<file path="src/rtl/core/clbs_pkg.sv">
// Package for the closest-value binary search block.
// Holds the shared types, controller commands and status, and fixed field widths.
// No dependencies.
package clbs_pkg;

   localparam int TIME_W  = 32;
   localparam int INDEX_W = 10;
   localparam int COUNT_W = 11;

   localparam logic OP_WRITE = 1'b0;
   localparam logic OP_QUERY = 1'b1;

   typedef enum logic [3:0] {
      ST_IDLE,
      ST_START,
      ST_CHK_FIRST,
      ST_CHK_LAST,
      ST_PROBE,
      ST_CHK_MID,
      ST_CHK_BELOW,
      ST_CHK_ABOVE,
      ST_DONE
   } state_type;

   typedef enum logic [2:0] {
      ADDR_FIRST,
      ADDR_LAST,
      ADDR_MID_NEXT,
      ADDR_BELOW,
      ADDR_ABOVE
   } addr_sel_type;

   typedef enum logic [2:0] {
      RES_EMPTY,
      RES_FIRST,
      RES_LAST,
      RES_MID,
      RES_MID_M1,
      RES_MID_P1
   } res_sel_type;

   typedef struct packed {
      logic         mem_write;
      logic         load_query;
      addr_sel_type addr_sel;
      logic         mid_load;
      logic         vm_load;
      logic         hi_to_mid;
      logic         lo_to_mid1;
      logic         res_load;
      res_sel_type  res_sel;
      logic         out_load;
   } cmd_type;

   typedef struct packed {
      logic n_zero;
      logic t_le_rd;
      logic t_ge_rd;
      logic t_eq_rd;
      logic t_lt_rd;
      logic t_gt_rd;
      logic lo_lt_hi;
      logic mid_zero;
      logic above_in_range;
      logic pick_upper_below;
      logic pick_upper_above;
   } status_type;

endpackage

</file>
<file path="src/rtl/core/clbs_ctrl.sv">
// Controller state machine of the closest-value search.
// Sequences reads, probes and result hand-off; depends on clbs_pkg.
module clbs_ctrl
   import clbs_pkg::*;
(
   input  logic       clock,
   input  logic       reset,
   input  logic       req_valid,
   output logic       req_stall,
   input  logic       req_operation,
   input  logic       rsp_free,
   input  status_type status,
   output cmd_type    cmd
);

   state_type state_ff;
   state_type state_in;
   logic      accept;

   always_ff @(posedge clock) begin
      if (reset) begin
         state_ff <= ST_IDLE;
      end else begin
         state_ff <= state_in;
      end
   end

   assign req_stall = (state_ff != ST_IDLE);
   assign accept    = req_valid && !req_stall;

   always_comb begin
      state_in = state_ff;
      cmd      = '0;
      cmd.addr_sel = ADDR_FIRST;
      cmd.res_sel  = RES_EMPTY;
      unique case (state_ff)
         ST_IDLE: begin
            if (accept) begin
               if (req_operation == OP_QUERY) begin
                  cmd.load_query = 1'b1;
                  state_in       = ST_START;
               end else begin
                  cmd.mem_write = 1'b1;
               end
            end
         end
         ST_START: begin
            if (status.n_zero) begin
               cmd.res_load = 1'b1;
               cmd.res_sel  = RES_EMPTY;
               state_in     = ST_DONE;
            end else begin
               cmd.addr_sel = ADDR_FIRST;
               state_in     = ST_CHK_FIRST;
            end
         end
         ST_CHK_FIRST: begin
            if (status.t_le_rd) begin
               cmd.res_load = 1'b1;
               cmd.res_sel  = RES_FIRST;
               state_in     = ST_DONE;
            end else begin
               cmd.addr_sel = ADDR_LAST;
               state_in     = ST_CHK_LAST;
            end
         end
         ST_CHK_LAST: begin
            if (status.t_ge_rd) begin
               cmd.res_load = 1'b1;
               cmd.res_sel  = RES_LAST;
               state_in     = ST_DONE;
            end else begin
               state_in = ST_PROBE;
            end
         end
         ST_PROBE: begin
            if (status.lo_lt_hi) begin
               cmd.mid_load = 1'b1;
               cmd.addr_sel = ADDR_MID_NEXT;
               state_in     = ST_CHK_MID;
            end else begin
               // search ran dry (unsorted store): last midpoint stands
               cmd.res_load = 1'b1;
               cmd.res_sel  = RES_MID;
               state_in     = ST_DONE;
            end
         end
         ST_CHK_MID: begin
            cmd.vm_load = 1'b1;
            if (status.t_eq_rd) begin
               cmd.res_load = 1'b1;
               cmd.res_sel  = RES_MID;
               state_in     = ST_DONE;
            end else if (status.t_lt_rd) begin
               if (!status.mid_zero) begin
                  cmd.addr_sel = ADDR_BELOW;
                  state_in     = ST_CHK_BELOW;
               end else begin
                  cmd.hi_to_mid = 1'b1;
                  state_in      = ST_PROBE;
               end
            end else begin
               if (status.above_in_range) begin
                  cmd.addr_sel = ADDR_ABOVE;
                  state_in     = ST_CHK_ABOVE;
               end else begin
                  cmd.lo_to_mid1 = 1'b1;
                  state_in       = ST_PROBE;
               end
            end
         end
         ST_CHK_BELOW: begin
            if (status.t_gt_rd) begin
               cmd.res_load = 1'b1;
               cmd.res_sel  = status.pick_upper_below ? RES_MID : RES_MID_M1;
               state_in     = ST_DONE;
            end else begin
               cmd.hi_to_mid = 1'b1;
               state_in      = ST_PROBE;
            end
         end
         ST_CHK_ABOVE: begin
            if (status.t_lt_rd) begin
               cmd.res_load = 1'b1;
               cmd.res_sel  = status.pick_upper_above ? RES_MID_P1 : RES_MID;
               state_in     = ST_DONE;
            end else begin
               cmd.lo_to_mid1 = 1'b1;
               state_in       = ST_PROBE;
            end
         end
         ST_DONE: begin
            if (rsp_free) begin
               cmd.out_load = 1'b1;
               state_in     = ST_IDLE;
            end
         end
         default: begin
            state_in = ST_IDLE;
         end
      endcase
   end

endmodule

</file>
<file path="config.mk">
export PLATFORM = sky130hd
export DESIGN_NAME = clbs_ctrl
export DESIGN_NICKNAME = d
export VERILOG_FILES = /design/src/rtl/core/clbs_pkg.sv /design/src/rtl/core/clbs_ctrl.sv
export SDC_FILE = /design/constraint.sdc
export NUM_CORES = 1
export LEC_CHECK = 0
export BUFFER_PORTS_ARGS = -buffer_cell sky130_fd_sc_hd__buf_2
export CELL_PAD_IN_SITES_DETAIL_PLACEMENT = 1
export CELL_PAD_IN_SITES_GLOBAL_PLACEMENT = 1
export CORE_UTILIZATION = 27
export DETAILED_ROUTE_END_ITERATION = 6
export HOLD_SLACK_MARGIN = 0.12
export PLACE_DENSITY_LB_ADDON = 0.15
export SLEW_MARGIN = 10
export SYNTH_ARGS = -nofsm -noshare
export SYNTH_HDL_FRONTEND = slang
export SYNTH_SLANG_ARGS = --single-unit
</file>
<file path="constraint.sdc">
create_clock -name clock -period 2.1 [get_ports clock]
set_clock_uncertainty 0.15 [all_clocks]
set_input_delay 0 -clock clock [delete_from_list [all_inputs] [get_ports clock]]
set_output_delay 0 -clock clock [all_outputs]
set_load 0.01 [all_outputs]
</file>
==> results_dict.tcl, run 1 <==
set metrics [dict create \
    dp.cells 130 \
    track_usage 0.199 \
    syn_nets 95 \
    path_common_cell "a21oi_1" \
    period_share 0.901 \
    final_cell_area_um2 846 \
    reg_top3 "state_ff (4)" \
    cp.required_ps 2070 \
    ys.flop_type "dfxtp_1" \
    cts_tree "done" \
    die_width_um 45.7 \
    synth_top_cell_by_area "dfxtp_1" \
    regArea_um2 81.3 \
    synth_area_leaders "dfxtp_1 15%, nand2_1 6.5%, nor2_1 5.8%" \
    vias 729 \
    multi_input_area_um2 402 \
    grt_pass1_vias 717 \
    nNetsFinal 140 \
    period_needed_ps 1890 \
    async_reset_ff_frac 0 \
    crit_slowest_cell "dfxtp_1" \
    worstSetupPathType "reg2reg" \
    postSynthAreaPerCell_um2 6.54 \
    final_util 0.479 \
    fillers 258 \
    io_pins 31 \
    wl_per_cell_um 13.1 \
    syn_inst 79 \
    yosysTopAreaCellShare 0.155 \
    synth.distinct_cells 30 \
    diodes 0 \
    worstRegToRegCells 5 \
    hold_end "state_ff[3]$_SDFFE_PP0P_" \
    synth.cell_area_um2 517 \
    drive_gt1_frac 0.328 \
    overflow 0 \
    placed_cell_area_um2 682 \
    clock-sinks 4 \
    rows 15 \
    coreArea_mm2 0.00176 \
    cts_root_buf "clkbuf_4" \
    setup_tns_ps 0 \
    cts_buffer_depth 2 \
    path_cells "nand2b_1 > a21oi_1 > o21bai_1 > dlygate4sd3_1 > a21oi_1" \
    fmax_mhz 528 \
    max_slew_margin 0.653 \
    largest_reg_flops 4 \
    hp-start "status[6]" \
    p_leak_nw 0.423 \
    post-cts-setup-buffers 0 \
    start_kind "flip-flop" \
    clk_pin_slew_ps 40 \
    drt-total-wl_um 1930 \
    ir_drop_mv 0.193 \
    timing.rr.start "state_ff[3]$_SDFFE_PP0P_" \
    detail_route.first_pass.iterations 3 \
    grt_max_degree 19 \
    post_layout_nonfiller_instances 147 \
    cts_max_level 1 \
    drc 0 \
    antenna_found_initial 0 \
    area_growth_pct 63.7 \
    grt_pass1_wl_um 3020 \
    die-height_um 45.7 \
    final-max-slew-violation-count 0 \
    slowest_delay_ps 640 \
    regMostFlops "state_ff" \
    layout_common_cells "30 x buf_2, 14 x dlygate4sd3_1, 9 x nand2_1" \
    endpoint_kind "flip-flop" \
    worst_pin_slew_ps 519 \
    viasPerCell 4.96 \
    outcome "finished clean" \
    numCtsBuffers 3 \
    r2r_slack_ps 210 \
    ant_nets 0 \
    min_path_type "in2reg" \
    powerDensity_mw_per_mm2 371 \
    hold_viol 0 \
    drv_cap 0 \
    dieArea_mm2 0.00209 \
    synth_seq_cells 4 \
    hold_depth 5 \
    setup_violations 0 \
    insertion_delay_ps 230 \
    final_common_cell "buf_2" \
    dpl.hpwl_um 1360 \
    synth_edf_count 0 \
    detail_route.iter0.violations 7 \
    yosysSeqAreaShare 0.155 \
    grt_setup_unrepaired "false" \
    initial_core_util 0.293 \
    portBuffers 30 \
    critPathMaxFanout 14 \
    yosysWarnings 0 \
    cp.arrival_ps 1860 \
    r2r_end "state_ff[0]$_SDFFE_PP0P_" \
    finalWeightedCongestion 0.768 \
]
==> where the power goes <==
part | switching (mW) | total, mW | internal (mW)
combinational | 0.0573 | 0.122 | 0.0644
sequential | 0.0165 | 0.0979 | 0.0813
clock | 0.0302 | 0.0941 | 0.0638
==> timing repair <==
| item | 4_1_cts | 5_1_grt |
|---|---|---|
| resized for setup | 0 | 1 |
| hold buffers | 14 | 0 |
| endpoints found under the setup margin | 0 | 1 |
| hold endpoints to repair | 5 | 0 |
==> critical path: cells and delay by family (launching register included) <==
family / cells / cell delay [ps]
AOI/OAI and AO/OA: 3 / 250
and+or+nand+nor: 1 / 180
DFF: 1 / 640
buffers and inverters: 1 / 560
==> cell usage after synthesis (all sizes together), types with 3 or more instances <==
master,count
clkbuf,3
nor2b,3
o21ai,6
nand2b,5
and3,4
nand2,9
nor3,3
a31oi,3
nand3,4
nor2,8
a21oi,4
dfxtp,4
inv,3
==> stage by stage <==
step           hold slack [ps]  worst slack [ps]  total power [mW]
2_1_floorplan            -99.7               598             0.156
3_3_place_gp              58.9               339             0.195
3_5_place_dp              58.8               301             0.197
4_1_cts                    171              42.5             0.317
5_1_grt                    209               112             0.341
6_report                   175               207             0.314
==> how the worst max path moves through the flow <==
stage / cells after the start / slack, ps / to / start
floorplan: 5 / 600 / state_ff[1]$_SDFFE_PP0P_ / state_ff[0]$_SDFFE_PP0P_
global placement: 4 / 340 / state_ff[3]$_SDFFE_PP0P_ / state_ff[0]$_SDFFE_PP0P_
detailed placement: 4 / 300 / state_ff[3]$_SDFFE_PP0P_ / state_ff[0]$_SDFFE_PP0P_
CTS: 5 / 40 / cmd[4] / state_ff[0]$_SDFFE_PP0P_
global route: 5 / 110 / cmd[13] / state_ff[1]$_SDFFE_PP0P_
finish: 5 / 210 / state_ff[0]$_SDFFE_PP0P_ / state_ff[3]$_SDFFE_PP0P_
==> final cells by class <==
class                           count  share of cell area
Clock buffer                        3              0.0266
Sequential cell                     4              0.0962
Multi-Input combinational cell     67               0.475
Inverter                            3              0.0133
Timing Repair Buffer               45               0.352
Tap cell                           25              0.0370
==> layer usage <==
| metal | part of all wire | up-vias | GRT usage |
|---|---|---|---|
| li1 | - | 372 | - |
| met1 | 0.47 | 338 | 0.237 |
| met2 | 0.51 | 19 | 0.380 |
| met3 | 0.022 | 0 | 0.0119 |
| met4 | 0 | 0 | 0.0529 |
| met5 | 0 | - | 0 |
==> logic make-up after synthesis <==
logic type	Yosys count	synth area share
AOI/OAI and AO/OA	19	0.240
buffers and inverters	8	0.0678
DFF	4	0.155
muxes	1	0.0218
and+or+nand+nor	47	0.516
Note: power is estimated with default switching activity, not from simulation.
==> inputs of run 2 (changes only) <==
Settings changed: GPL_TIMING_DRIVEN set to 0.
==> results_dict.tcl, run 2 (synthesized netlist as in run 1, its figures left out) <==
set metrics [dict create \
    final_util 0.485 \
    powerDensity_mw_per_mm2 364 \
    io_pins 31 \
    detail_route.iter0.violations 9 \
    power.internal_mw 0.210 \
    portBuffers 30 \
    reg_top3 "state_ff (4)" \
    post-cts-setup-buffers 0 \
    vias 740 \
    nNetsFinal 143 \
    use_met2 0.414 \
    start_kind "flip-flop" \
    antenna_found_initial 0 \
    slowest_delay_ps 580 \
    viasPerCell 4.93 \
    busiest_layer "met2" \
    layout_common_cells "31 x buf_2, 13 x dlygate4sd3_1, 9 x nand2_1" \
    max_slew_margin 0.738 \
    coreArea_mm2 0.00176 \
    clk_pin_slew_ps 40 \
    whs_ps 175 \
    wl_per_cell_um 12.2 \
    fmax_mhz 521 \
    final-max-slew-violation-count 0 \
    period_share 0.914 \
    track_usage 0.207 \
    diodes 0 \
    die_width_um 45.7 \
    dp.cells 134 \
    endpoint_kind "flip-flop" \
    area_growth_pct 65.6 \
    drt-total-wl_um 1840 \
    cts_buffer_depth 2 \
    swShare 0.326 \
    rows 15 \
    worstSetupPathType "reg2reg" \
    numCtsBuffers 3 \
    finalWeightedCongestion 0.775 \
    path_cells "clkbuf_2 > nor2b_1 > nand4_1 > dlygate4sd3_1 > a21oi_1" \
    post_layout_nonfiller_instances 150 \
    fillers 251 \
    drv_cap 0 \
    drc 0 \
    dieArea_mm2 0.00209 \
    comb_power_share 0.434 \
    critPathMaxFanout 10 \
    period_needed_ps 1920 \
    cp.arrival_ps 1930 \
    die-height_um 45.7 \
    regMostFlops "state_ff" \
    drive_gt1_frac 0.344 \
    crit_slowest_cell "dlygate4sd3_1" \
    ant_nets 0 \
    clock-sinks 4 \
    worst_pin_slew_ps 390 \
    outcome "finished clean" \
    overflow 0 \
    dpl.hpwl_um 1400 \
    largest_reg_flops 4 \
    pre_cts_slack_ps 492 \
    ir_drop_mv 0.363 \
    setup_violations 0 \
    use_met1 0.231 \
    hold_viol 0 \
    grt_max_degree 11 \
    switchingPower_mw 0.101 \
    cts_max_level 1 \
    detail_route.first_pass.iterations 4 \
    cts_tree "done" \
    grt_setup_unrepaired "false" \
    setup_tns_ps 0 \
    cts_root_buf "clkbuf_4" \
    use_met3 0.0476 \
    grt_pass1_wl_um 3150 \
    cp.required_ps 2110 \
    pwr-share-seq 0.271 \
    worst_slack_ps 180 \
    min_path_type "in2reg" \
    initial_core_util 0.293 \
    grt_pass1_vias 793 \
    p_leak_nw 0.430 \
    final_common_cell "buf_2" \
    insertion_delay_ps 230 \
    clkPwrFrac 0.294 \
]
run 2: final cells by class:
| type | instances | area [um^2] | share of cell area |
|---|---|---|---|
| Tap cell | 25 | 31.3 | 0.0365 |
| Timing Repair Buffer | 43 | 280 | 0.327 |
| Clock buffer | 3 | 22.5 | 0.0263 |
| Multi-Input combinational cell | 67 | 404 | 0.472 |
| Inverter | 3 | 11.3 | 0.0132 |
| Buffer | 5 | 26.3 | 0.0307 |
| Sequential cell | 4 | 80.1 | 0.0936 |
run 2: power by group through the flow:
stage | Sequential, mW | Combinational (mW) | Clock [mW]
floorplan | 0.0844 | 0.0718 | 0
global placement | 0.0857 | 0.114 | 0
detailed placement | 0.0856 | 0.116 | 0
CTS | 0.0844 | 0.134 | 0.0977
global route | 0.0851 | 0.152 | 0.104
finish | 0.0846 | 0.135 | 0.0918
run 2: final timing paths:
path	from	end	slack, ps	cells after the start
setup / recovery	state_ff[1]$_SDFFE_PP0P_	state_ff[2]$_SDFFE_PP0P_	180	5
setup reg to reg	state_ff[1]$_SDFFE_PP0P_	state_ff[2]$_SDFFE_PP0P_	180	5
hold / removal	status[7]	state_ff[2]$_SDFFE_PP0P_	170	5
hold reg to reg	state_ff[3]$_SDFFE_PP0P_	state_ff[3]$_SDFFE_PP0P_	610	3
run 2: per-layer routing:
layer	up-vias	part of all wire
li1	378	-
met1	339	0.44
met2	23	0.52
met3	0	0.032
met4	0	0
met5	-	0
run 2: timing repair:
item | 4_1_cts | 5_1_grt
endpoints found under the setup margin | 0 | 2
hold endpoints to repair | 5 | 0
gates resized for setup | 0 | 5
hold buffers | 13 | 0
run 2: critical path, delay by kind of cell, from the launching register on:
family                 cells  cell delay (ps)
AOI/OAI and AO/OA          1              140
buffers and inverters      2              840
DFF                        1              420
and+or+nand+nor            2              300
run 2: through the flow:
stage / area [um^2] / total power [mW]
6_report: 856 / 0.312
5_1_grt: 856 / 0.340
4_1_cts: 851 / 0.316
3_5_place_dp: 698 / 0.201
3_3_place_gp: 698 / 0.200
2_1_floorplan: 517 / 0.156
